<file path="config.mk">
export PLATFORM = sky130hd
export DESIGN_NAME = sac_div
export DESIGN_NICKNAME = d
export VERILOG_FILES = /design/src/rtl/sac_pkg.sv /design/src/rtl/sac_div.sv
export SDC_FILE = /design/constraint.sdc
export NUM_CORES = 2
export LEC_CHECK = 0
export ABC_AREA = 1
export BUFFER_PORTS_ARGS = -buffer_cell sky130_fd_sc_hd__clkbuf_2
export CAP_MARGIN = 20
export CELL_PAD_IN_SITES_DETAIL_PLACEMENT = 2
export CELL_PAD_IN_SITES_GLOBAL_PLACEMENT = 2
export CORE_ASPECT_RATIO = 0.5
export CORE_MARGIN = 2
export CORE_UTILIZATION = 39
export CTS_BUF_LIST = sky130_fd_sc_hd__clkbuf_16
export DETAILED_ROUTE_END_ITERATION = 10
export GPL_TIMING_DRIVEN = 0
export PLACE_DENSITY = 0.86
export RECOVER_POWER = 50
export SLEW_MARGIN = 10
export SYNTH_ARGS = -nofsm -noshare
export SYNTH_HDL_FRONTEND = slang
export SYNTH_SLANG_ARGS = --single-unit
</file>
<file path="constraint.sdc">
create_clock -name i_clk -period 4.1 [get_ports i_clk]
set_clock_uncertainty 0.15 [all_clocks]
set_input_delay 0.82 -clock i_clk [delete_from_list [all_inputs] [get_ports i_clk]]
set_output_delay 0.82 -clock i_clk [all_outputs]
set_load 0.005 [all_outputs]
</file>
<file path="src/rtl/sac_pkg.sv">
`timescale 1ns / 1ps
`default_nettype none
// ----------------------------------------------------------------------------
// sac_pkg
// Shared widths, time constants and types for the swept box collision block.
// ----------------------------------------------------------------------------
package sac_pkg;

    // Coordinate field width; the fraction bits cancel in every division.
    localparam int CW = 24;
    // Fraction bits of a time value.
    localparam int TF = 16;
    // Quotient bits produced by the divider; anything wider saturates.
    localparam int QB = TF + 2;
    // Signed width of a saturated time, including the unbounded codes.
    localparam int TW = TF + 3;
    // Width of the reported entry time.
    localparam int ETW = TF + 1;
    // Divider lane latency: magnitude stage, one stage per bit, result stage.
    localparam int DIV_LAT = QB + 2;
    // Edges from the one that takes a word to the one that takes its result.
    localparam int LATENCY = DIV_LAT + 2;

    localparam logic signed [TW-1:0] T_ONE     = TW'(1) <<< TF;
    localparam logic signed [TW-1:0] T_SAT     = TW'(2) <<< TF;
    localparam logic signed [TW-1:0] T_NEG_UNB = -T_SAT - TW'(1);
    localparam logic signed [TW-1:0] T_POS_UNB = T_SAT + TW'(1);

    localparam logic signed [1:0] NRM_ZERO = 2'sb00;
    localparam logic signed [1:0] NRM_POS  = 2'sb01;
    localparam logic signed [1:0] NRM_NEG  = 2'sb11;

    // Per-query flags that travel beside the divider lanes.
    typedef struct packed {
        logic miss;
        logic dx_zero;
        logic dy_zero;
        logic dx_pos;
        logic dy_pos;
    } t_side;

endpackage
`default_nettype wire

</file>
<file path="src/rtl/sac_div.sv">
`timescale 1ns / 1ps
`default_nettype none
// ----------------------------------------------------------------------------
// sac_div
// Pipelined floor division (num << TF) / den, saturated to +-2.0, one
// quotient bit per stage.
// ----------------------------------------------------------------------------
module sac_div
    import sac_pkg::*;
(
    input  wire logic                 i_clk,
    input  wire logic signed [CW:0]   i_num,
    input  wire logic signed [CW-1:0] i_den,
    output logic signed [TW-1:0]      o_quo
);

    logic [CW:0]   w_an;
    logic [CW-1:0] w_ad;
    logic          w_ovf;

    logic [CW-1:0] r_rem [0:QB];
    logic [CW-1:0] r_den [0:QB];
    logic [QB-1:0] r_q   [0:QB];
    logic [1:0]    r_lo  [0:QB];
    logic          r_neg [0:QB];
    logic          r_ovf [0:QB];

    always_comb begin
        w_an  = i_num[CW] ? (~i_num + 1'b1) : i_num;
        w_ad  = i_den[CW-1] ? (~i_den + 1'b1) : i_den;
        // A quotient of 4.0 or more saturates, so the remaining bits fit QB.
        w_ovf = {2'b00, w_an[CW-1:0]} >= {w_ad, 2'b00};
    end

    always_ff @(posedge i_clk) begin
        r_rem[0] <= {2'b00, w_an[CW-1:2]};
        r_lo[0]  <= w_an[1:0];
        r_den[0] <= w_ad;
        r_q[0]   <= '0;
        r_neg[0] <= i_num[CW] ^ i_den[CW-1];
        r_ovf[0] <= w_ovf;
    end

    for (genvar k = 1; k <= QB; k++) begin : g_stage
        logic          w_bit;
        logic [CW:0]   w_t;
        logic [CW:0]   w_d;
        logic          w_ge;

        if (k == 1) begin : g_b1
            assign w_bit = r_lo[k-1][1];
        end else if (k == 2) begin : g_b0
            assign w_bit = r_lo[k-1][0];
        end else begin : g_bz
            assign w_bit = 1'b0;
        end

        always_comb begin
            w_t  = {r_rem[k-1], w_bit};
            w_d  = w_t - {1'b0, r_den[k-1]};
            w_ge = w_t >= {1'b0, r_den[k-1]};
        end

        always_ff @(posedge i_clk) begin
            r_rem[k] <= w_ge ? w_d[CW-1:0] : w_t[CW-1:0];
            r_q[k]   <= {r_q[k-1][QB-2:0], w_ge};
            r_lo[k]  <= r_lo[k-1];
            r_den[k] <= r_den[k-1];
            r_neg[k] <= r_neg[k-1];
            r_ovf[k] <= r_ovf[k-1];
        end
    end

    logic [TW-1:0] w_qm;
    logic [TW-1:0] w_mag;
    logic          w_sat;

    // A negative quotient rounds its magnitude up to give the floor.
    always_comb begin
        w_qm  = {1'b0, r_q[QB]} + TW'(r_neg[QB] && (r_rem[QB] != '0));
        w_sat = r_ovf[QB] || (w_qm > T_SAT);
        w_mag = w_sat ? T_SAT : w_qm;
    end

    always_ff @(posedge i_clk) begin
        o_quo <= r_neg[QB] ? -$signed(w_mag) : $signed(w_mag);
    end

endmodule
`default_nettype wire

</file>
* Yosys cells after proc, flatten, opt, wreduce, memory -nomap -nowiden
Memories as Yosys holds them, arrays and structs flattened. Cells that the tools add are included. W data, S select, Z words.
Word-level totals: memories kept 6, input bits 50, register bits 19, memory bits (writable) 1330
Operators by class: mux-type cells 22, $lt $le $gt $ge 20, add/sub/neg operators 22, reduce and logical (&&, ||, !) cells 3, bitwise operators 3
Memory list:
- r_den | words 19, bits a word 24, read ports 18, clocked after Yosys merged registers in 0, wr ports 19, RTL line sac_div.sv:22 | logic [CW-1:0] r_den [0:QB];
- r_rem | words 19, bits a word 24, read ports 19, clocked after Yosys merged registers in 0, wr ports 19, RTL line sac_div.sv:21 | logic [CW-1:0] r_rem [0:QB];
- r_q | words 19, bits a word 18, read ports 19, clocked after Yosys merged registers in 0, wr ports 19, RTL line sac_div.sv:23 | logic [QB-1:0] r_q [0:QB];
- r_lo | words 19, bits a word 2, read ports 18, clocked after Yosys merged registers in 0, wr ports 19, RTL line sac_div.sv:24 | logic [1:0] r_lo [0:QB];
- r_neg | words 19, bits a word 1, read ports 19, clocked after Yosys merged registers in 0, wr ports 19, RTL line sac_div.sv:25 | logic r_neg [0:QB];
- r_ovf | words 19, bits a word 1, read ports 19, clocked after Yosys merged registers in 0, wr ports 19, RTL line sac_div.sv:26 | logic r_ovf [0:QB];
Operators by type and width (number):
- $mux W24 | 20
- $ge A25 B24 Y1 | 18
- $sub A24 B24 Y24 | 18
- $add A24 B1 Y24 const B | 2
- $not A24 Y24 | 2
- $mux W19 | 2
- $ge A24 B26 Y1 | 1
- $reduce_bool A24 Y1 | 1
- $add A18 B1 Y19 | 1
- $gt A19 B18 Y1 const B | 1
- $neg A19 Y19 | 1
- $logic_and A1 B1 Y1 | 1
- $logic_or A1 B1 Y1 | 1
- $xor A1 B1 Y1 | 1

* Longest topological paths before layout
An unclocked memory read counts as a cell.
depth in word-level cells 9, gate-level depth with buffers 26, gate-level depth less buffers 25

* Worst setup path before layout
Ideal clock, no wire load.
path kind reg2reg, start point memory r_rem[18][16], end point register o_quo[8], arrival 3.178 ns, library setup time 0.126 ns, data required time 3.824 ns, path buffers 1, stages on the path, launching flop included 23, setup slack 0.645 ns, clock period less this slack 3.455 ns, path through dfxtp_1 nor4_1 nand4_1 o21ai_0 inv_1 ha_1 ha_1 or2_2 nor2_1 nand3_2 nor2_1 nand2_1 nor2_1 nand2_1 nand2_2 buf_6 inv_1 nor2_1 inv_1 ha_1 nand3_1 nand2_1 xor2_1
RTL lines:
- start, declared | RTL line sac_div.sv:21
- end signal, assigned | RTL line sac_div.sv:86 | o_quo <= r_neg[QB] ? -$signed(w_mag) : $signed(w_mag);
- end, declared | RTL line sac_div.sv:14 | output logic signed [TW-1:0] o_quo

==> impl_metrics.tcl <==
set metrics [dict create \
    multi_input_area_um2 26500 \
    path_clk_slew_ns 0.07 \
    synth_area_leaders "dfxtp_1, ha_1, nand2_1, inv_1, o21ai_0" \
    status "finished, final reports clean" \
    antenna_found_initial 0 \
    numCtsBuffers 103 \
    place_congestion 0.905 \
    post-dp-hpwl_um 147000 \
    finalSetupTns_ns 0 \
    holdPathStages 1 \
    hp-start "i_den[0]" \
    syn_inst 6615 \
    drtPass1Iterations 5 \
    diodes 0 \
    post-route-drc-count 0 \
    initial_core_util_pct 39.3 \
    cts_hold_buf 0 \
    wl_um 185000 \
    io_buffers 67 \
    criticalPathCategory "register to register" \
    synth_flop_cell "dfxtp_1" \
    dpl_worst_slack_ns -0.726 \
    crit_required_ns 4.62 \
    r2r-end "o_quo[6]" \
    gr-usage-all-layers_pct 26.5 \
    dp.cells 8476 \
    vias 45200 \
    fin_hold_ws_ns 0.120 \
    cts.path.max_buffers 3 \
    slew_viol_final 0 \
    syn-cell-area_um2 52700 \
    insertion_delay_ns 0.75 \
    r2r-start "r_rem[18][8]" \
    yosysUniqueCellTypes 46 \
    syn_avg_cell_area_um2 7.97 \
    finalHoldViolations 0 \
    fmax_mhz 252 \
    routedWlPerCell_um 21.3 \
    regToRegSetupSlack_ns 0.14 \
    irDropWorstVdd_mv 0.402 \
    grt_max_degree 18 \
    synth_enable_flop_cells 0 \
    overflow 0 \
    power.static_leakage_uw 0.0281 \
    layout-drive-gt1-share_pct 5.47 \
    worstMarginPinSlew_ns 0.987 \
    die_area_um2 138000 \
    root_buffer "clkbuf_16" \
    synth-seq-area-share_pct 42.4 \
    htreeDepth 3 \
    path_max_fanout 5 \
    postRouteAntennaNets 0 \
    syn_nets 7141 \
    areaGrowthSynthToFinish_pct 12.3 \
    min_period_ns 3.96 \
    post-route-period-util_pct 96.7 \
    ys_warn_count 0 \
    stdcell_count 8673 \
    drv_cap 0 \
    synth_top_area_share_pct 42.4 \
    seqCellArea_um2 22400 \
    die_width_um 524 \
    grt_pass1_vias 51600 \
    endpoint_kind "register" \
    min_to "r_den[0][0]" \
    cts_sinks 1117 \
    yosysMostFrequentCell "nand2_1" \
    via_per_inst 5.21 \
    nets 7318 \
    tritoncts "done" \
    placementRows 95 \
    async_flop_share_pct 0 \
    core_area_um2 134000 \
    synth_seq_cells 1117 \
    synth_area_leader_cell "dfxtp_1" \
    r2r_cells 22 \
    grt_pass1_wl_um 291000 \
    hold_path_class "primary input to register" \
    die_h_um 264 \
    setup_ws_ns 0.137 \
    fillers 15100 \
    pin_count 69 \
    slew_headroom_pct 33.3 \
    setup_viol 0 \
    powerDensity_nw_per_um2 967 \
    ys_top_cells_by_count "nand2_1, dfxtp_1, inv_1" \
    critical_path_arrival_ns 4.48 \
    critPathLaunchType "register" \
    drt_iter0_drc 1710 \
]
-- through the flow --
step / area (um^2) / total power (uW) / util [%]
6_report: 59200 / 57300 / 44.1
5_1_grt: 59200 / 61800 / 44.1
4_1_cts: 59100 / 57600 / 44.0
3_5_place_dp: 55300 / 46100 / 41.2
3_3_place_gp: 55300 / 44500 / 41.2
2_1_floorplan: 52700 / 36200 / -
-- critical path, stage by stage (launching register included) --
cell and delay, ns:
dfxtp_1 0.31, nor4_1 0.57, nand2_1 0.19, o21ai_1 0.18, inv_1 0.09, ha_4 0.17, ha_2 0.26, or2_4 0.25
nor2_4 0.12, nand3_2 0.13, nor2_1 0.16, nand2_1 0.08, nor2_2 0.11, nand2_1 0.11, nand2_4 0.12, clkinvlp_4 0.14
nor2_4 0.13, inv_2 0.05, ha_4 0.18, nand2_1 0.08, nand2_2 0.06, nand2_1 0.08, xor2_1 0.17
-- layer usage --
layer / GRT usage [%] / share of wire (%) / wire length, um / vias to the layer above
met3: 2.87 / 2.0 / 3660 / 316
met4: 8.42 / 3.2 / 5950 / 0
met1: 30.7 / 43 / 78500 / 22400
met5: 0 / 0 / 0 / -
met2: 50.5 / 52 / 96500 / 508
li1: - / - / - / 22000
-- registers in the layout, indices dropped and copies added (netlist names) --
name	cells
o_quo	19
r_q	171
r_den	432
r_lo	3
r_neg	19
r_rem	454
r_ovf	19
-- power breakdown --
part | switching (uW) | internal, uW
Sequential | 2510 | 14700
Combinational | 19300 | 10100
Clock | 4680 | 5980
Total | 26500 | 30800
-- worst max-delay path by stage --
stage | from | to | slack [ns]
4_1_cts | r_rem[18][22] | o_quo[6] | 0.02
3_5_place_dp | r_rem[18][16] | o_quo[8] | -0.73
5_1_grt | r_rem[18][16] | o_quo[10] | -0.08
2_1_floorplan | r_rem[18][16] | o_quo[8] | 0.65
3_3_place_gp | r_rem[18][16] | o_quo[8] | -0.48
6_report | r_rem[18][8] | o_quo[6] | 0.14
-- layout by cell type, fill, tap and decap left out, types with 8 or more instances in the layout --
master and instances:
xor2_1 186, nand3_2 16, nand2_1 1240, nor4_1 46, buf_2 45, a31oi_1 74
fa_1 18, clkbuf_1 33, nor2_1 441, a21oi_1 496, nand2_2 8, o21a_1 27
o21ai_0 555, buf_4 8, nand3_1 251, nor3_1 93, o311ai_0 14, a221oi_1 9
a21o_1 53, clkbuf_16 103, clkinv_1 8, clkinvlp_4 13, inv_2 10, clkinv_2 23
ha_1 455, o211ai_1 11, nand4_1 72, o21bai_1 43, bufinv_16 21, xnor2_1 225
inv_1 973, dfxtp_1 1116, clkbuf_2 67, o21ai_1 20
-- what timing repair did --
item | CTS | global route
endpoints found under the setup margin | 14 | 11
resized for setup | 15 | 19
buffers inserted | 3 | 3
pin swaps | 4 | 8
gates cloned | 0 | 0
-- kinds of logic after synthesis --
| group | after synthesis | share of synthesized area, % |
|---|---|---|
| AOI/OAI and AO/OA | 1343 | 14.0 |
| adders and majority gates | 476 | 11.5 |
| xor gates and xnor gates | 411 | 6.82 |
| and+or+nand+nor | 2209 | 17.5 |
| buffers and inverters | 1059 | 7.71 |
| DFF | 1117 | 42.4 |
-- final cells by class --
type                            instances  area share, %
Inverter                              976           6.19
Clock buffer                          103           4.35
Buffer                                 82          0.657
Sequential cell                      1117           37.8
Tap cell                             1794           3.79
Clock inverter                         89           1.90
Timing Repair Buffer                   73          0.638
Multi-Input combinational cell       4439           44.7
Note: power is estimated with default switching activity, not from simulation.
